### src/hw/rtl/assert_macros.svh
// Assertion macros shared by the RTL of the relay output controller.
// No dependencies; define NO_ASSERTIONS to compile the checks out.
`ifndef ASSERT_MACROS_SVH
`define ASSERT_MACROS_SVH
`ifndef NO_ASSERTIONS
// Same-cycle implication, checked outside reset.
`define ROC_ASSERT_NOW(label, clk, rst_n, a, b) \
  label: assert property (@(posedge clk) disable iff (!rst_n) (a) |-> (b)) \
    else $error("assertion failed");
// Next-cycle implication, checked outside reset.
`define ROC_ASSERT_NEXT(label, clk, rst_n, a, b) \
  label: assert property (@(posedge clk) disable iff (!rst_n) (a) |=> (b)) \
    else $error("assertion failed");
`else
`define ROC_ASSERT_NOW(label, clk, rst_n, a, b)
`define ROC_ASSERT_NEXT(label, clk, rst_n, a, b)
`endif
`endif

### src/hw/rtl/roc_pkg.sv
// Types and constants of the relay output controller.
// No dependencies; roc_cfg, roc_core and relay_output_controller use it by scoped names.
`default_nettype none
package roc_pkg;

  localparam int unsigned CFG_IDX_W  = 8;
  localparam int unsigned CFG_DATA_W = 32;
  localparam int unsigned TIME_W     = 32;
  localparam int unsigned CHAN_W     = 8;

  // Register indexes of the configuration port.
  localparam logic [CFG_IDX_W-1:0] REG_AUTO_OFF_ENABLE   = 8'd0;
  localparam logic [CFG_IDX_W-1:0] REG_AUTO_OFF_SECONDS  = 8'd1;
  localparam logic [CFG_IDX_W-1:0] REG_MOTION_ENABLE     = 8'd2;
  localparam logic [CFG_IDX_W-1:0] REG_MOTION_ON_SECONDS = 8'd3;
  localparam logic [CFG_IDX_W-1:0] REG_HOLDOFF_SECONDS   = 8'd4;
  localparam logic [CFG_IDX_W-1:0] REG_CHANNEL_NUMBER    = 8'd5;

  typedef struct packed {
    logic              auto_off_enable;
    logic [TIME_W-1:0] auto_off_seconds;
    logic              motion_enable;
    logic [TIME_W-1:0] motion_on_seconds;
    logic [TIME_W-1:0] holdoff_seconds;
    logic [CHAN_W-1:0] channel_number;
  } cfg_t;

  typedef struct packed {
    logic [TIME_W-1:0] now_sec;
    logic              toggle_level;
    logic              reset_level;
    logic              panic_level;
    logic              motion_level;
    logic              bus_set_valid;
    logic              bus_set_value;
    logic              hw_output_level;
  } in_item_t;

  typedef struct packed {
    logic              relay_on;
    logic              bus_written;
    logic              hw_written;
    logic [CHAN_W-1:0] channel;
  } out_item_t;

  typedef struct packed {
    logic [CFG_IDX_W-1:0]  index;
    logic [CFG_DATA_W-1:0] data;
  } cfg_word_t;

endpackage
`default_nettype wire

### src/hw/rtl/roc_cfg.sv
// Configuration register file of the relay output controller.
// Depends on roc_pkg for the register indexes and cfg_t.
`default_nettype none
module roc_cfg (
  input  wire logic                          clk,
  input  wire logic                          rst_n,
  input  wire logic                          wr_en,
  input  wire logic [roc_pkg::CFG_IDX_W-1:0]  wr_index,
  input  wire logic [roc_pkg::CFG_DATA_W-1:0] wr_data,
  output roc_pkg::cfg_t                       cfg
);

  roc_pkg::cfg_t cfg_r;

  always_ff @(posedge clk) begin
    if (!rst_n) begin
      cfg_r <= '0;
    end else if (wr_en) begin
      case (wr_index)
        roc_pkg::REG_AUTO_OFF_ENABLE:   cfg_r.auto_off_enable   <= wr_data[0];
        roc_pkg::REG_AUTO_OFF_SECONDS:  cfg_r.auto_off_seconds  <= wr_data;
        roc_pkg::REG_MOTION_ENABLE:     cfg_r.motion_enable     <= wr_data[0];
        roc_pkg::REG_MOTION_ON_SECONDS: cfg_r.motion_on_seconds <= wr_data;
        roc_pkg::REG_HOLDOFF_SECONDS:   cfg_r.holdoff_seconds   <= wr_data;
        roc_pkg::REG_CHANNEL_NUMBER:
          cfg_r.channel_number <= wr_data[roc_pkg::CHAN_W-1:0];
        default: ;
      endcase
    end
  end

  assign cfg = cfg_r;

endmodule
`default_nettype wire

### config.mk
export PLATFORM = sky130hd
export DESIGN_NAME = roc_cfg
export DESIGN_NICKNAME = d
export VERILOG_FILES = /design/src/hw/rtl/assert_macros.svh /design/src/hw/rtl/roc_pkg.sv /design/src/hw/rtl/roc_cfg.sv
export SDC_FILE = /design/constraint.sdc
export NUM_CORES = 1
export LEC_CHECK = 0
export BUFFER_PORTS_ARGS = -buffer_cell sky130_fd_sc_hd__buf_2
export CAP_MARGIN = 20
export CORE_UTILIZATION = 52
export CTS_CLUSTER_DIAMETER = 150
export DETAILED_ROUTE_END_ITERATION = 8
export PLACE_DENSITY = 0.95
export SLEW_MARGIN = 0
export SYNTH_ARGS = -nofsm -noshare
export SYNTH_HDL_FRONTEND = slang
export SYNTH_SLANG_ARGS = --single-unit
### constraint.sdc
create_clock -name clk -period 4.2 [get_ports clk]
set_clock_uncertainty 0.2 [all_clocks]
set_input_delay 0.42 -clock clk [delete_from_list [all_inputs] [get_ports clk]]
set_output_delay 0.42 -clock clk [all_outputs]
set_load 0.02 [all_outputs]
Word level (Yosys, flattened, before mapping)

Cells that the tools add are included.

Output and inout bits: 106
Input port bits: 43
Register bits after elaboration: 106
Word-level logic and storage cells: 18

Reductions and logical operators: 7
Equality and inequality tests: 5

Operators by type and width:

| kind                                           | count |
|---|---|
| == test 8 x 2 -> 1 bit (second input constant) | 2 |
| == test 8 x 3 -> 1 bit (second input constant) | 2 |
| AND reduction 2 bit                            | 6 |
| == test 8 x 1 -> 1 bit (second input constant) | 1 |
| zero test 8 bit                                | 1 |

Logic depth before layout (Yosys ltp)

Gate-level depths: netlist of the first run.

Depth in word-level cells: 2
Gate-level depth with buffers: 5
Depth with buffers taken out: 3

Least setup slack after synthesis of the first run

No wires, ideal clock.

Path kind: input to register
From: input wr_index[5] (netlist bit)
To: register cfg_r (netlist bit cfg[41])
Data required time: 3.928 ns
Slack: 2.443 ns
Stages: 5
Arrival time: 1.486 ns
Buffers on the path: 2
Path through: nor4_4 and4b_1 buf_4 buf_6 mux2i_1

Word-level cells in the longest chain between the ends: 2

RTL lines:

| item                          | line          | text |
|---|---|---|
| start, declared               | roc_cfg.sv:8  | `input wire logic [roc_pkg::CFG_IDX_W-1:0] wr_index,` |
| == test 8 x 2 -> 1 bit        | roc_cfg.sv:19 | `case (wr_index)` |
| AND reduction 2 bit (no line) | -             |  |
| end, declared                 | roc_cfg.sv:13 | `roc_pkg::cfg_t cfg_r;` |

Every way passes these cells.
A chain may end at the register's enable or synchronous reset.

Worst setup path in the final report of the first run

From: input wr_index[1] (netlist bit)
To: register cfg_r (netlist bit cfg[99])

Word-level cells in the longest chain between the ends: 2

RTL lines:

| item                          | line |
|---|---|
| == test 8 x 1 -> 1 bit        | roc_cfg.sv:19 |
| AND reduction 2 bit (no line) | - |

Every way passes these cells.

==> run metrics, run 1 <==
Hold Path Stages=3; total CTS buffers=9; die area=0.007932 mm^2; Critical Path AT=~2.4 ns; Primary FF master, synth=dfxtp_1; Longest Clk Path Bufs=2; relative slew slack=0.2690; worst setup margin=around 1.8 ns; YS warnings=0; initial antenna violation count=0; vias in the first global route=slightly below 3000; DRT iter0 DRCs=slightly above 90; Pleak=roughly 2.7 nW; cell taking the most area after synthesis=dfxtp_1; synth unique cells=15; FF-to-FF path depth=2; Power Density=about 350 mW/mm^2; DIE WIDTH=around 89 um; via count=3171; #FFs+latches synth=between 100 and 150; RSZ-0062 raised after global routing=false; f_max=approximately 430 MHz; Worst Setup End Kind=flop; share of cells above drive strength 1=0.3245; Hold WC Path Type=in -> reg; Clock Pin Slew Worst Setup and Hold Paths=~0.10 ns; H-tree levels=3; Hold Path Sink=cfg[90]; worst slew pin tran=approximately 1.1 ns; clk_lat worst skew=about 0.34 ns; first-pass iteration count of the detailed router=4; Setup crit start kind=input pin; DRC=0; EDFF count, synth=0; Multi-input gate area=between 0.0015 and 0.002 mm^2; final net count=roughly 570; status=completed; die height=just under 90 um; Max-Cap Viols=0; Synth Cell Area=a little under 0.004 mm^2; top cells by count, synth=138 x nand2_1, 106 x dfxtp_1, 106 x mux2i_1; max reg flops=106; Tcrit/Tclk final=0.5602; TritonCTS clock tree=yes; final hold vios=0; Total GRT Usage=0.2215; largest net degree at the start of global routing=96; syn_nets=429; vias per std cell=between 5 and 6; postcts setup bufs=0; Area Growth Syn to Fin=24.76%; Register Area=between 0.002 and 0.0025 mm^2; PortBufs=around 150; Antenna Diode Count=0; Setup WS pre-CTS=roughly 1.5 ns; starting density of the core=0.5405; fin util=0.6743; critical path fanouts, max=18; Req. time, crit path=approximately 4.2 ns; Antenna Violating Nets Remaining=0; Worst VDD drop=around 0.18 mV; core area=0.007292 mm^2; Site Rows=31; Hold-fix buffers, CTS=0; worst hold margin=between 0.15 and 0.2 ns; share of the synthesized area in the top cell type=0.5384; Avg Cell Area, Syn=a little over 10 um^2; max-slew violations=0; Reg-to-Reg End=cfg[18]; register area share after synthesis=0.5384; final non-filler cell total=approximately 630; gp weighted congestion=approximately 0.84; Inst Count DP=about 600; most frequent cell after synthesis=nand2_1; r2r setup slk=approximately 3.3 ns; FFs w/ async S/R, synth=0; Reg-to-Reg Start=cfg[18]; Fin Setup TNS=0 ns; # fillers=~610; routed wire length=approximately 9 mm; hpwl dp=6.297 mm; dominant cells by area after synthesis=dfxtp_1 54%, mux2i_1 27%, nand2_1 13%, clkbuf_1 1.4%, buf_6 0.86%; cts repair resizes=0; Routed WL per cell=between 10 and 15 um; Final min period=2.353 ns; Setup CP Type=in -> reg; grt ovf=0; Root Buffer Master=clkbuf_8; first-pass GRT wire length=between 10 and 15 mm; Hold Crit Start=wr_data[17]; Setup violations, final=0; clk sinks=106; Mapped Cells=about 390; io pins=149
[area by class of cell]
type                            count  share of cell area
Sequential cell                   106              0.4316
Multi-Input combinational cell    254              0.3417
Timing Repair Buffer              151              0.1583
Clock buffer                       11             0.03079
Tap cell                           99             0.02519
Clock inverter                      5             0.01247
[cells in the final DEF (no fill, tap or decap)]
cell | Yosys | routed
and4_1 | 1 | 1
buf_2 | 4 | 147
inv_6 | 0 | 1
nand2_1 | 138 | 138
mux2i_1 | 106 | 106
clkinvlp_4 | 0 | 3
and4b_2 | 0 | 1
nand4b_2 | 2 | 2
buf_12 | 0 | 1
nor2_1 | 1 | 1
nand3_1 | 2 | 2
nor3b_1 | 1 | 1
and3b_1 | 1 | 1
dfxtp_1 | 106 | 106
bufinv_16 | 0 | 1
buf_4 | 4 | 3
clkbuf_8 | 0 | 11
nor4_4 | 1 | 1
[kinds of logic (layout without fill, tap and decap cells)]
kind of cell / Yosys count / count (layout) / share of synthesized area
and+or+nand+nor: 148 / 148 / 0.1568
muxes: 106 / 106 / 0.2692
DFF: 106 / 106 / 0.5384
buffers and inverters: 26 / 167 / 0.03555
[per-layer routing]
layer,global-route usage,vias to the layer above,wire length (um)
met1,0.2734,1506,3900
met5,0,-,0
li1,-,1541,-
met2,0.3825,109,4352
met4,0.07937,0,149
met3,0.04894,15,497
[metrics by stage]
stage	power [W]	cell area [um^2]
floorplan	0.001068	3941
detailed placement	0.001101	4705
global route	0.001780	4917
finish	0.001718	4917
global placement	0.001099	4705
CTS	0.001732	4917
[where the power goes]
group	switching, W	total [W]	internal (W)
Combinational	0.0000470	0.0000723	0.0000253
Sequential	0.000000645	0.00101	0.00101
Clock	0.000330	0.000640	0.000310
[critical path, stage by stage]
cell and delay, ns:
buf_2 0.10, nor3b_1 0.51, nand4b_2 0.67, buf_4 0.49
mux2i_1 0.16
[worst max-delay path by stage]
stage | end | cells after the start | from | slack, ns
floorplan | cfg[41] | 5 | wr_index[5] | 2.44
global placement | cfg[94] | 5 | wr_index[1] | 1.65
detailed placement | cfg[99] | 5 | wr_index[1] | 1.47
CTS | cfg[99] | 5 | wr_index[1] | 1.84
global route | cfg[99] | 5 | wr_index[1] | 1.76
finish | cfg[99] | 5 | wr_index[1] | 1.85
Note: power is estimated with default switching activity, not from simulation.
==> run 2, diff against run 1 <==
- CORE_UTILIZATION: 52 -> 44
- PLACE_DENSITY: 0.95 -> 0.87
- clock period: 4.2 -> 2.1 ns (I/O delays scaled with it)
==> run metrics, run 2 (synthesis results as in run 1) <==
Total GRT Usage=0.2094 (was 0.2215); CP peak stage delay=0.61 ns (was 0.67 ns); grt ovf=0 (unchanged); Fin Setup TNS=0 ns (unchanged); first-pass GRT wire length=15.91 mm (was 13.48 mm); initial antenna violation count=0 (unchanged); io pins=149 (unchanged); die area=0.009340 mm^2 (was 0.007932 mm^2); DIE WIDTH=96.65 um (was 89.06 um); family with the most delay on the worst path=buffers and inverters (was simple AND/OR/NAND/NOR gates); most common cell after layout, fill and taps aside=buf_2 (unchanged); crit-path cells=dlygate4sd3_1 -> buf_2 -> nor4_4 -> dlygate4sd3_1 -> nand3_1 -> mux2i_1 (was buf_2 -> nor3b_1 -> nand4b_2 -> buf_4 -> mux2i_1); slowest CP cell=dlygate4sd3_1 (was nand4b_2); vias per std cell=5.011 (was 5.065); Worst Setup End Kind=flop (unchanged); Req. time, crit path=2.12 ns (was 4.23 ns); critical path's most frequent cell=dlygate4sd3_1; hpwl dp=6.427 mm (was 6.297 mm); commonest non-fill, non-tap cells in the layout=147 x buf_2, 138 x nand2_1, 106 x mux2i_1, 106 x dfxtp_1, 28 x dlygate4sd3_1 (was 147 x buf_2, 138 x nand2_1, 106 x mux2i_1, 106 x dfxtp_1, 11 x clkbuf_8); Hold Path Stages=3 (unchanged); Routed WL per cell=14.49 um (was 14.22 um); Max-Cap Viols=0 (unchanged); Hold Crit Start=wr_data[3] (was wr_data[17]); TritonCTS clock tree=yes (unchanged); Inst Count DP=622 (was 610); Pwr Total=0.003498 W (was 0.001718 W); Power Density=666.1 mW/mm^2 (was 349.5 mW/mm^2); Pleak=2.808 nW (was 2.656 nW); max reg flops=106 (unchanged); Reg-to-Reg End=cfg[74] (was cfg[18]); core area=0.008678 mm^2 (was 0.007292 mm^2); Site Rows=34 (was 31); Hold WC Path Type=in -> reg (unchanged); total CTS buffers=9 (unchanged); starting density of the core=0.4542 (was 0.5405); Longest Clk Path Bufs=2 (unchanged); vias in the first global route=3457 (was 2935); # fillers=716 (was 609); Clock Pin Slew Worst Setup and Hold Paths=0.10 ns (about the same); Tcrit/Tclk final=0.9530; final non-filler cell total=666 (was 626); Final min period=~2.0 ns; Antenna Violating Nets Remaining=0 (unchanged); H-tree levels=3 (unchanged); die height=96.65 um (was 89.06 um); DRT iter0 DRCs=53 (was 92); f_max=499.7 MHz; critical path fanouts, max=6 (was 18); crit path buf inv count=3 (was 2); routed wire length=9.650 mm (was 8.899 mm); r2r setup slk=1.25 ns (was 3.30 ns); status=completed (unchanged); Setup violations, final=0 (unchanged); Setup CP Type=in -> reg (unchanged); FF-to-FF path depth=2 (unchanged); Critical Path AT=2.03 ns (was 2.38 ns); clk sinks=106 (unchanged); relative slew slack=0.6026 (was 0.2690); postcts setup bufs=0 (unchanged); final net count=596 (was 565); DRC=0 (unchanged); Area Growth Syn to Fin=33.24% (was 24.76%); max-slew violations=0 (unchanged); PortBufs=148 (unchanged); Worst VDD drop=0.4127 mV (was 0.1762 mV); first-pass iteration count of the detailed router=4 (unchanged); Setup crit start kind=input pin (unchanged); RSZ-0062 raised after global routing=false (unchanged); clk_lat worst skew=0.35 ns (was 0.34 ns); Antenna Diode Count=0 (unchanged); worst slew pin tran=0.5962 ns (was 1.096 ns); share of cells above drive strength 1=0.3118 (was 0.3245); Hold Path Sink=cfg[11] (was cfg[90]); Reg-to-Reg Start=cfg[74] (was cfg[18]); final hold vios=0 (unchanged); gp weighted congestion=0.8021 (was 0.8400); via count=3337 (was 3171); largest net degree at the start of global routing=48 (was 96); Root Buffer Master=clkbuf_8 (unchanged)
-- run 2: cell types whose count changed in the layout (fill, tap and decap cells not counted) --
cell / delta
clkinv_2: +1
dlygate4sd3_1: +28
buf_12: +2
clkinvlp_4: -3
buf_4: +1
clkbuf_8: -1
inv_6: +2
clkinv_4: +1
-- run 2: power by group --
group | switching (W) | total [W] | internal (W)
Combinational | 0.000104 | 0.000193 | 0.0000889
Clock | 0.000695 | 0.00129 | 0.000598
Sequential | 0.00000130 | 0.00201 | 0.00201
Total | 0.000800 | 0.00350 | 0.00270
-- run 2: cell type report --
cell class	count	area (um^2)	share of cell area
clock buffers	10	137.6	0.02621
clock inverters	6	70.07	0.01334
multi-input cells	254	1680	0.3200
flip-flops and latches	106	2122	0.4041
well taps	108	135.1	0.02573
repair buffers	182	1106	0.2106
-- run 2: worst min-delay path, delay by kind of cell --
family	cells	cell delay, ns
multiplexers	1	0.14
AND/OR/NAND/NOR	1	0.11
buffers and inverters	1	0.08
-- run 2: per-layer routing --
layer,part of all wire,GRT usage,wire length [um],vias up
met5,0,0,0,-
met4,0.034,0.1148,330,0
met3,0.046,0.04624,447,32
met2,0.52,0.3770,4971,111
met1,0.40,0.2263,3901,1587
li1,-,-,-,1607
-- run 2: stage by stage --
step / hold WS (ns) / setup WS [ns] / util / instance area (um^2)
after floorplan: 0.1927 / 0.5526 / - / 3941
after global placement: 0.2394 / 0.2749 / 0.5489 / 4763
after detailed placement: 0.2441 / 0.1704 / 0.5489 / 4763
after CTS: 0.006006 / 0.1238 / 0.6051 / 5251
after global routing: 0.01844 / 0.02460 / 0.6051 / 5251
final: 0.02132 / 0.09879 / 0.6051 / 5251
-- run 2: worst max-delay path by stage --
stage | startpoint | end | slack, ns | depth (start not counted)
after floorplan | wr_index[5] | cfg[41] | 0.55 | 5
after global placement | wr_index[1] | cfg[0] | 0.27 | 4
after detailed placement | wr_index[1] | cfg[7] | 0.17 | 4
after CTS | wr_index[7] | cfg[72] | 0.12 | 6
after global routing | wr_index[7] | cfg[72] | 0.02 | 6
final | wr_index[7] | cfg[72] | 0.1 | 6
-- run 2: what timing repair did --
item | CTS | global route
endpoints found under the setup margin | 0 | 0
endpoints found under the hold margin | 79 | 0
gates resized for setup | 0 | 0
hold buffers | 28 | 0
