### src/hw/rtl/assert_macros.svh
// Assertion macros shared by the RTL of the relay output controller.
// No dependencies; define NO_ASSERTIONS to compile the checks out.
`ifndef ASSERT_MACROS_SVH
`define ASSERT_MACROS_SVH
`ifndef NO_ASSERTIONS
// Same-cycle implication, checked outside reset.
`define ROC_ASSERT_NOW(label, clk, rst_n, a, b) \
  label: assert property (@(posedge clk) disable iff (!rst_n) (a) |-> (b)) \
    else $error("assertion failed");
// Next-cycle implication, checked outside reset.
`define ROC_ASSERT_NEXT(label, clk, rst_n, a, b) \
  label: assert property (@(posedge clk) disable iff (!rst_n) (a) |=> (b)) \
    else $error("assertion failed");
`else
`define ROC_ASSERT_NOW(label, clk, rst_n, a, b)
`define ROC_ASSERT_NEXT(label, clk, rst_n, a, b)
`endif
`endif

### src/hw/rtl/roc_pkg.sv
// Types and constants of the relay output controller.
// No dependencies; roc_cfg, roc_core and relay_output_controller use it by scoped names.
`default_nettype none
package roc_pkg;

  localparam int unsigned CFG_IDX_W  = 8;
  localparam int unsigned CFG_DATA_W = 32;
  localparam int unsigned TIME_W     = 32;
  localparam int unsigned CHAN_W     = 8;

  // Register indexes of the configuration port.
  localparam logic [CFG_IDX_W-1:0] REG_AUTO_OFF_ENABLE   = 8'd0;
  localparam logic [CFG_IDX_W-1:0] REG_AUTO_OFF_SECONDS  = 8'd1;
  localparam logic [CFG_IDX_W-1:0] REG_MOTION_ENABLE     = 8'd2;
  localparam logic [CFG_IDX_W-1:0] REG_MOTION_ON_SECONDS = 8'd3;
  localparam logic [CFG_IDX_W-1:0] REG_HOLDOFF_SECONDS   = 8'd4;
  localparam logic [CFG_IDX_W-1:0] REG_CHANNEL_NUMBER    = 8'd5;

  typedef struct packed {
    logic              auto_off_enable;
    logic [TIME_W-1:0] auto_off_seconds;
    logic              motion_enable;
    logic [TIME_W-1:0] motion_on_seconds;
    logic [TIME_W-1:0] holdoff_seconds;
    logic [CHAN_W-1:0] channel_number;
  } cfg_t;

  typedef struct packed {
    logic [TIME_W-1:0] now_sec;
    logic              toggle_level;
    logic              reset_level;
    logic              panic_level;
    logic              motion_level;
    logic              bus_set_valid;
    logic              bus_set_value;
    logic              hw_output_level;
  } in_item_t;

  typedef struct packed {
    logic              relay_on;
    logic              bus_written;
    logic              hw_written;
    logic [CHAN_W-1:0] channel;
  } out_item_t;

  typedef struct packed {
    logic [CFG_IDX_W-1:0]  index;
    logic [CFG_DATA_W-1:0] data;
  } cfg_word_t;

endpackage
`default_nettype wire

### src/hw/rtl/roc_core.sv
// Relay state and the per-poll step logic of the relay output controller.
// Depends on roc_pkg; state advances only on a cycle with step high.
`default_nettype none
module roc_core (
  input  wire logic               clk,
  input  wire logic               rst_n,
  input  wire logic               step,
  input  wire roc_pkg::cfg_t      cfg,
  input  wire roc_pkg::in_item_t  item,
  output wire roc_pkg::out_item_t result
);

  localparam int unsigned TW = roc_pkg::TIME_W;

  logic          relay_r, relay_nxt;
  logic          mirror_r, mirror_nxt;
  logic          first_r, first_nxt;
  logic          tgl_prev_r, rst_prev_r, pan_prev_r, mot_prev_r;
  logic          armed_r, armed_nxt;
  logic          armed_prev_r;
  logic          panic_r, panic_nxt;
  logic          saved_r, saved_nxt;
  logic          hold_r, hold_nxt;
  logic [TW-1:0] hold_start_r, hold_start_nxt;
  logic          run_r, run_nxt;
  logic [TW-1:0] run_start_r, run_start_nxt;
  logic [TW-1:0] ao_start_r, ao_start_nxt;

  logic [TW-1:0] hold_diff, run_diff, ao_diff;
  logic          hold_done, run_done_old, ao_done_old;
  logic          bus_wr, hw_wr;

  // Elapsed tests against the stored start times; wrap modulo 2^32.
  assign hold_diff    = item.now_sec - hold_start_r;
  assign run_diff     = item.now_sec - run_start_r;
  assign ao_diff      = item.now_sec - ao_start_r;
  assign hold_done    = hold_diff >= cfg.holdoff_seconds;
  assign run_done_old = run_diff >= cfg.motion_on_seconds;
  assign ao_done_old  = ao_diff >= cfg.auto_off_seconds;

  always_comb begin
    logic run_started;
    logic ao_restart;
    logic run_done;
    logic ao_done;

    relay_nxt      = relay_r;
    mirror_nxt     = item.bus_set_valid ? item.bus_set_value : mirror_r;
    first_nxt      = first_r;
    armed_nxt      = armed_r;
    panic_nxt      = panic_r;
    saved_nxt      = saved_r;
    hold_nxt       = hold_r;
    hold_start_nxt = hold_start_r;
    run_nxt        = run_r;
    run_start_nxt  = run_start_r;
    ao_start_nxt   = ao_start_r;
    bus_wr         = 1'b0;
    hw_wr          = 1'b0;
    run_started    = 1'b0;
    ao_restart     = 1'b0;
    run_done       = 1'b0;

    // Motion: hold-off after re-arming, then a timed run per rising edge.
    if (cfg.motion_enable && armed_r) begin
      if (!armed_prev_r) begin
        hold_start_nxt = item.now_sec;
        hold_nxt       = 1'b1;
      end else if (hold_r) begin
        if (hold_done) begin
          hold_nxt = 1'b0;
        end
      end else begin
        if (item.motion_level && !mot_prev_r && !relay_nxt) begin
          run_nxt       = 1'b1;
          relay_nxt     = 1'b1;
          mirror_nxt    = 1'b1;
          bus_wr        = 1'b1;
          run_start_nxt = item.now_sec;
          run_started   = 1'b1;
        end
        // A run that starts now has elapsed only if its length is zero.
        run_done = run_started ? (cfg.motion_on_seconds == '0) : run_done_old;
        if (run_nxt && run_done) begin
          relay_nxt  = 1'b0;
          mirror_nxt = 1'b0;
          bus_wr     = 1'b1;
          run_nxt    = 1'b0;
        end
      end
    end

    // Panic: the first edge forces the relay on, the next restores it.
    if (item.panic_level && !pan_prev_r) begin
      if (!panic_r) begin
        saved_nxt = relay_nxt;
        relay_nxt = 1'b1;
        armed_nxt = 1'b0;
        panic_nxt = 1'b1;
      end else begin
        relay_nxt = saved_r;
        armed_nxt = 1'b1;
        panic_nxt = 1'b0;
      end
      mirror_nxt = relay_nxt;
      bus_wr     = 1'b1;
    end

    if (item.reset_level && !rst_prev_r) begin
      relay_nxt  = 1'b0;
      mirror_nxt = 1'b0;
      bus_wr     = 1'b1;
      armed_nxt  = 1'b1;
    end

    if (first_r) begin
      relay_nxt  = item.hw_output_level;
      mirror_nxt = item.hw_output_level;
      bus_wr     = 1'b1;
      first_nxt  = 1'b0;
    end

    if (item.toggle_level && !tgl_prev_r) begin
      relay_nxt    = !relay_nxt;
      mirror_nxt   = relay_nxt;
      bus_wr       = 1'b1;
      armed_nxt    = !relay_nxt;
      ao_start_nxt = item.now_sec;
      ao_restart   = 1'b1;
    end

    // Bus sync: a differing mirror value drives the relay and the output.
    if (mirror_nxt != relay_nxt) begin
      relay_nxt    = mirror_nxt;
      hw_wr        = 1'b1;
      armed_nxt    = !relay_nxt;
      ao_start_nxt = item.now_sec;
      ao_restart   = 1'b1;
    end

    ao_done = ao_restart ? (cfg.auto_off_seconds == '0) : ao_done_old;
    if (relay_nxt && cfg.auto_off_enable && ao_done) begin
      relay_nxt  = 1'b0;
      mirror_nxt = 1'b0;
      bus_wr     = 1'b1;
    end
  end

  always_ff @(posedge clk) begin
    if (!rst_n) begin
      relay_r      <= 1'b0;
      mirror_r     <= 1'b0;
      first_r      <= 1'b1;
      tgl_prev_r   <= 1'b0;
      rst_prev_r   <= 1'b0;
      pan_prev_r   <= 1'b0;
      mot_prev_r   <= 1'b0;
      armed_r      <= 1'b0;
      armed_prev_r <= 1'b0;
      panic_r      <= 1'b0;
      saved_r      <= 1'b0;
      hold_r       <= 1'b0;
      hold_start_r <= '0;
      run_r        <= 1'b0;
      run_start_r  <= '0;
      ao_start_r   <= '0;
    end else if (step) begin
      relay_r      <= relay_nxt;
      mirror_r     <= mirror_nxt;
      first_r      <= first_nxt;
      tgl_prev_r   <= item.toggle_level;
      rst_prev_r   <= item.reset_level;
      pan_prev_r   <= item.panic_level;
      mot_prev_r   <= item.motion_level;
      armed_r      <= armed_nxt;
      armed_prev_r <= armed_r;
      panic_r      <= panic_nxt;
      saved_r      <= saved_nxt;
      hold_r       <= hold_nxt;
      hold_start_r <= hold_start_nxt;
      run_r        <= run_nxt;
      run_start_r  <= run_start_nxt;
      ao_start_r   <= ao_start_nxt;
    end
  end

  assign result.relay_on    = relay_nxt;
  assign result.bus_written = bus_wr;
  assign result.hw_written  = hw_wr;
  assign result.channel     = cfg.channel_number;

endmodule
`default_nettype wire
### config.mk
export PLATFORM = sky130hd
export DESIGN_NAME = roc_core
export DESIGN_NICKNAME = d
export VERILOG_FILES = /design/src/hw/rtl/assert_macros.svh /design/src/hw/rtl/roc_pkg.sv /design/src/hw/rtl/roc_core.sv
export SDC_FILE = /design/constraint.sdc
export NUM_CORES = 1
export LEC_CHECK = 0
export ABC_AREA = 1
export BUFFER_PORTS_ARGS = -buffer_cell sky130_fd_sc_hd__buf_2
export CAP_MARGIN = 40
export CORE_MARGIN = 2
export CORE_UTILIZATION = 50
export DETAILED_ROUTE_END_ITERATION = 10
export HOLD_SLACK_MARGIN = 0.06
export PLACE_DENSITY = 0.71
export SKIP_LAST_GASP = 1
export SLEW_MARGIN = 20
export SYNTH_ARGS = -nofsm -noshare
export SYNTH_HDL_FRONTEND = slang
export SYNTH_SLANG_ARGS = --single-unit
### constraint.sdc
create_clock -name clk -period 8.23 [get_ports clk]
set_input_delay 0.823 -clock clk [delete_from_list [all_inputs] [get_ports clk]]
set_output_delay 0.823 -clock clk [all_outputs]
set_load 0.05 [all_outputs]
# Word level (Yosys, flattened, before mapping)
# Index checks and enable logic that the tools add are counted.
[op_classes]
n_addsub = 3
n_mul = 0
div_mod_pow = 0
n_lt_le_gt_ge = 3
n_eq_ne = 1
shifts = 0
n_mux = 57
bitwise = 3
reduce_logical = 28
[ops]
columns = ["cell", "n"]
rows = [
  ["32-bit >= comparator", 3],
  ["32-bit subtractor", 3],
  ["32-bit logical NOT", 2],
  ["32-bit two-way mux", 2],
  ["1-bit two-way mux", 55],
  ["1-bit logical AND", 9],
  ["2-bit AND reduction", 4],
  ["1-bit logical NOT", 7],
  ["3-bit AND reduction", 2],
  ["5-bit AND reduction", 1],
  ["4-bit AND reduction", 1],
  ["4-bit nonzero test", 1],
  ["1-bit inverter", 3],
  ["2-bit nonzero test", 1],
  ["1-bit inequality test", 1],
]
[word_totals]
register_bits = 109
latchBits = 0
mem_bits_rw = 0
rom_bits = 0
input_bits = 148
out_inout_bits = 11
memories = 0

# Logic depth before layout (Yosys ltp)
[depth]
depth_word = 23
mapped_depth = 43
ltp_nobuf = 42

# Worst setup path after synthesis
# Ideal clock, no wire load.
[synth_timing]
kind = "input -> output"
from = "in item[7] (netlist bit)"
to = "out result[9] (netlist bit)"
t_arrival_ns = 4.816
required_ns = 7.407
path_slack_ns = 2.591
stages = 35
path_buffers = 1
path_cell_list = "inv_1 ha_1 inv_1 fa_1 a21oi_1 o21bai_2 a21oi_2 o21ai_2 a21boi_2 xnor2_1 ha_1 nand2_1 nor2_1 nor3b_2 nand2_1 nand2_1 nand2_1 nand2_1 nand3_1 nand2_1 nand2_1 nand2_1 nand2_1 nand2_1 nand2_1 nand2_2 inv_1 ha_1 inv_1 nor2_1 inv_1 a21boi_0 nand2_1 o21bai_1 buf_4"
[synth_between]
elab_chain_cells = 18
elab_cells_between_ends = 38
cone_classes = "2 x add/sub; 2 x order compare; 1 x eq/ne; 29 x mux; 4 x reduce/logical"
[synth_rtl]
columns = ["item", "line", "text"]
rows = [
  ["start, declared", "roc_core.sv:9", "input wire roc_pkg::in_item_t item,"],
  ["32-bit subtractor", "roc_core.sv:35", "assign run_diff = item.now_sec - run_start_r;"],
  ["32-bit >= comparator", "roc_core.sv:38", "assign run_done_old = run_diff >= cfg.motion_on_seconds;"],
  ["1-bit two-way mux", "roc_core.sv:83", "run_done = run_started ? (cfg.motion_on_seconds == '0) : run_done_old;"],
  ["1-bit logical AND", "roc_core.sv:84", "if (run_nxt && run_done) begin"],
  ["1-bit two-way mux", "roc_core.sv:84", ""],
  ["1-bit two-way mux", "roc_core.sv:69", "end else if (hold_r) begin"],
  ["1-bit two-way mux", "roc_core.sv:66", "if (!armed_prev_r) begin"],
  ["1-bit two-way mux", "roc_core.sv:65", "if (cfg.motion_enable && armed_r) begin"],
  ["[2 not listed]", "n/a", ""],
  ["1-bit two-way mux", "roc_core.sv:116", "if (first_r) begin"],
  ["1-bit logical NOT", "roc_core.sv:124", "relay_nxt = !relay_nxt;"],
  ["1-bit two-way mux", "roc_core.sv:123", "if (item.toggle_level && !tgl_prev_r) begin"],
  ["1-bit inequality test", "roc_core.sv:133", "if (mirror_nxt != relay_nxt) begin"],
  ["1-bit two-way mux", "roc_core.sv:133", ""],
  ["1-bit two-way mux or 1-bit logical AND (tied branches)", "roc_core.sv:141, roc_core.sv:142", ""],
  ["1-bit logical AND", "roc_core.sv:142", "if (relay_nxt && cfg.auto_off_enable && ao_done) begin"],
  ["1-bit two-way mux (*)", "roc_core.sv:142", ""],
  ["end, declared", "roc_core.sv:10", "output wire roc_pkg::out_item_t result"],
]
# Mark *: on every way between the ends. The rest lies on a longest branch, timed or not.

==> summary.md <==
| Metric | Value |
|---|---|
| GR peak layer | `met2` |
| Time the worst path needs with I/O delays and setup | `between 6000 and 7000 ps` |
| Nets@finish | `2132` |
| # rows | `55` |
| Clk pin slew, worst setup/hold paths | `~80 ps` |
| Hold slack | `roughly 460 ps` |
| Post-Syn Area per Cell | `roughly 6.8 µm²` |
| First-pass GRT wire length | `just under 50000 µm` |
| Vias in the first global route | `just over 10000` |
| Hold path start | `hold_start_r[8]` |
| Ys async rst share | `0%` |
| Die Y | `roughly 160 µm` |
| Most frequent cell after synthesis | `inv_1` |
| Starting density of the core | `between 50% and 60%` |
| Initial detailed-routing violation count | `approximately 620` |
| Worst VDD drop | `0.000118 V` |
| CP startpoint kind | `primary input` |
| FF-to-FF End | `ao_start_r[16]` |
| Post-Route WL | `30100 µm` |
| Setup bufs post-CTS | `0` |
| Syn Std Cell Area | `between 0.01 and 0.015 mm²` |
| CP max stage cell | `fa_1` |
| Sequential power share | `between 20% and 30%` |
| Post-route ant nets | `0` |
| RR Startpoint | `run_start_r[2]` |
| Worst-Skew Late Latency | `360 ps` |
| Max-slew headroom | `between 60% and 70%` |
| DR DRC count | `0` |
| Power Internal | `roughly 0.0011 W` |
| Fin. max-slew vios | `0` |
| Setup violations, final | `0` |
| Worst setup startpoint | `item[7]` |
| Worst EP arrival | `5780 ps` |
| Syn_nets | `slightly above 2000` |
| Initial antenna violation count | `1` |
| Kind of critical path | `primary input to output pin` |
| H-tree Lvls | `3` |
| Yosys top cell by area | `ha_1` |
| CP max stage delay | `450 ps` |
| WL per Instance | `approximately 14 µm` |
| Layout cell share with drive strength beyond 1 | `between 10% and 20%` |
| Cell mode on critical path | `nand2_1` |
| Synth top area cells | `ha_1, dfxtp_1, a21oi_1, inv_1, nand2_1` |
| HP Class | `register to register` |
| Net Switching | `0.000776 W` |
| Worst Tran Pin Value | `583 ps` |
| Area delta synth->final | `10.8%` |
| Worst setup EP type | `output pin` |
| Max cap viols | `0` |
| Layout fillers | `2260` |
| Post-synth EDFFs | `0` |
| Worst Skew | `about 15 ps` |
| RSZ-0062 raised after global routing | `false` |
| Multi-input gate area in the final layout | `0.00792 mm²` |
| Worst-case clock buffer depth | `2` |
| Routed vias | `around 11000` |
| Top-level I/O count | `159` |
| All-layer global routing usage | `24.7%` |
| Sw Ratio | `between 40% and 50%` |
| Grt met3 use | `~2.7%` |
| Core box area | `0.0226 mm²` |
| Reg2Reg Depth | `38` |
| Clk pwr share | `23.4%` |
| Post-CTS Resized | `0` |
| TritonCTS Buffers | `9` |
| Synth top area share | `approximately a fifth` |
| Post-synthesis sequential area ratio | `about a fifth` |
| R2r setup slk | `between 2000 and 3000 ps` |
| Post-Place Setup Slack | `about 1600 ps` |
| Fin Setup TNS | `0 ps` |
| GR Overflow Total | `0` |
| Yosys cell types | `49` |
| Non-filler instance count after layout | `~2100` |
| TritonCTS clock tree | `yes` |
| Hold Fails Final Rpt | `0` |
| First drt pass iteration count | `5` |
| DP Wirelength | `about 25000 µm` |
| Seq. cell area | `0.00216 mm²` |
| Yosys warning total | `0` |
| Critical Path RT | `7410 ps` |
| Placed cells | `slightly above 2000` |
| Predominant post-synthesis flop cell | `dfxtp_1` |
| Share of total power in combinational logic | `between 40% and 50%` |
| Root Driver | `clkbuf_16` |
| Largest net degree at the start of global routing | `87` |
| Hold-fix buffers, CTS | `0` |
| Synthesized flop and latch total | `108` |
| Core Util, Final | `56.2%` |
| Vias per Instance | `~5.3` |
| Met2 Track Usage GR | `roughly 43%` |
| F_max | `approximately 150 MHz` |
| CP endpoint | `result[9]` |
| Synth top cells by count | `inv_1, a21oi_1, nand2_1` |
| Die W | `between 150 and 200 µm` |
| Pwr/cell area | `approximately 150 mW/mm²` |
| Fin worst setup slack | `roughly 1600 ps` |
| Met1 usage | `about a third` |
| GPL Wtd Cong | `roughly 0.9` |
| Post-route clock period utilization | `between 80% and 90%` |
| Critical path peak fanout | `6` |
| Leak | `6.08 nW` |
| Die Area | `0.0241 mm²` |
| Run status | `finished clean` |
| Port Buffers | `between 100 and 150` |
| Cells after Synth | `between 1500 and 2000` |
| CTS sink cnt | `around 110` |
## sequential cells by signal, indices dropped and copies added (netlist names)
| register | cells |
|---|---|
| ao_start_r | 32 |
| hold_start_r | 32 |
| run_start_r | 32 |
| armed_prev_r | 1 |
| armed_r | 1 |
| first_r | 1 |
| hold_r | 1 |
| mot_prev_r | 1 |
| pan_prev_r | 1 |
| panic_r | 1 |
| relay_r | 1 |
| rst_prev_r | 1 |
| run_r | 1 |
| saved_r | 1 |
| tgl_prev_r | 1 |
## layout make-up
class | count | share of cell area (%)
Clock inverter | 7 | 0.621
Timing Repair Buffer | 147 | 6.07
Clock buffer | 9 | 1.77
Antenna cell | 1 | 0.0197
Multi-Input combinational cell | 1211 | 62.4
Tap cell | 285 | 2.81
Inverter | 314 | 9.29
Sequential cell | 108 | 17.0
## stage by stage
step           total power (W)  instance area, µm²
2_1_floorplan          0.00125               11500
3_3_place_gp           0.00144               12400
3_5_place_dp           0.00146               12400
4_1_cts                0.00190               12700
5_1_grt                0.00205               12700
6_report               0.00190               12700
## logic make-up (layout without fill, tap and decap cells)
kind of cell | after synthesis | after routing | synth area share (%)
flip-flops | 108 | 108 | 18.9
buffers and inverters | 356 | 477 | 12.0
XOR/XNOR | 90 | 90 | 6.88
AND/OR/NAND/NOR | 426 | 426 | 15.7
other | 0 | 1 | 0
AO/OA/AOI/OAI | 502 | 502 | 25.2
adder cells (fa/ha/maj) | 193 | 193 | 21.3
## metal layers
| layer | up-vias | routed length [µm] |
|---|---|---|
| met5 | - | 0 |
| met4 | 0 | 286 |
| met3 | 24 | 1460 |
| met2 | 244 | 14200 |
| met1 | 5003 | 14200 |
| li1 | 5821 | - |
## worst max-delay path: cells and delay by family
family / cells / cell delay, ps
simple gates: 17 / 1590
compound gates: 7 / 1250
fa+ha+maj: 4 / 1200
buf+inv: 7 / 820
xor+xnor: 1 / 90
## layout by cell type, fill, tap and decap left out, types with 34 or more instances in the layout
| cell type | count |
|---|---|
| xor2_1 | 57 |
| a21oi_1 | 247 |
| nand3_1 | 34 |
| buf_2 | 141 |
| inv_1 | 308 |
| ha_1 | 190 |
| nor2_1 | 102 |
| nand2_1 | 226 |
| o21ai_0 | 152 |
| dfxtp_1 | 108 |
## power by group through the flow
stage	logic, W	clock network [W]	registers [W]
after floorplan	0.000675	0	0.000573
after global placement	0.000862	0	0.000574
after detailed placement	0.000884	0	0.000575
after CTS	0.000891	0.000450	0.000563
after global routing	0.00102	0.000470	0.000566
final	0.000889	0.000444	0.000563
## worst min-delay path by stage
stage                  endpoint  slack [ps]  depth (start not counted)
2_1_floorplan    ao_start_r[30]         430                          2
3_3_place_gp   hold_start_r[15]         440                          2
3_5_place_dp    hold_start_r[7]         450                          2
4_1_cts         hold_start_r[7]         460                          2
5_1_grt        hold_start_r[15]         470                          2
6_report        hold_start_r[8]         460                          2
(Power assumes the default switching activity.)
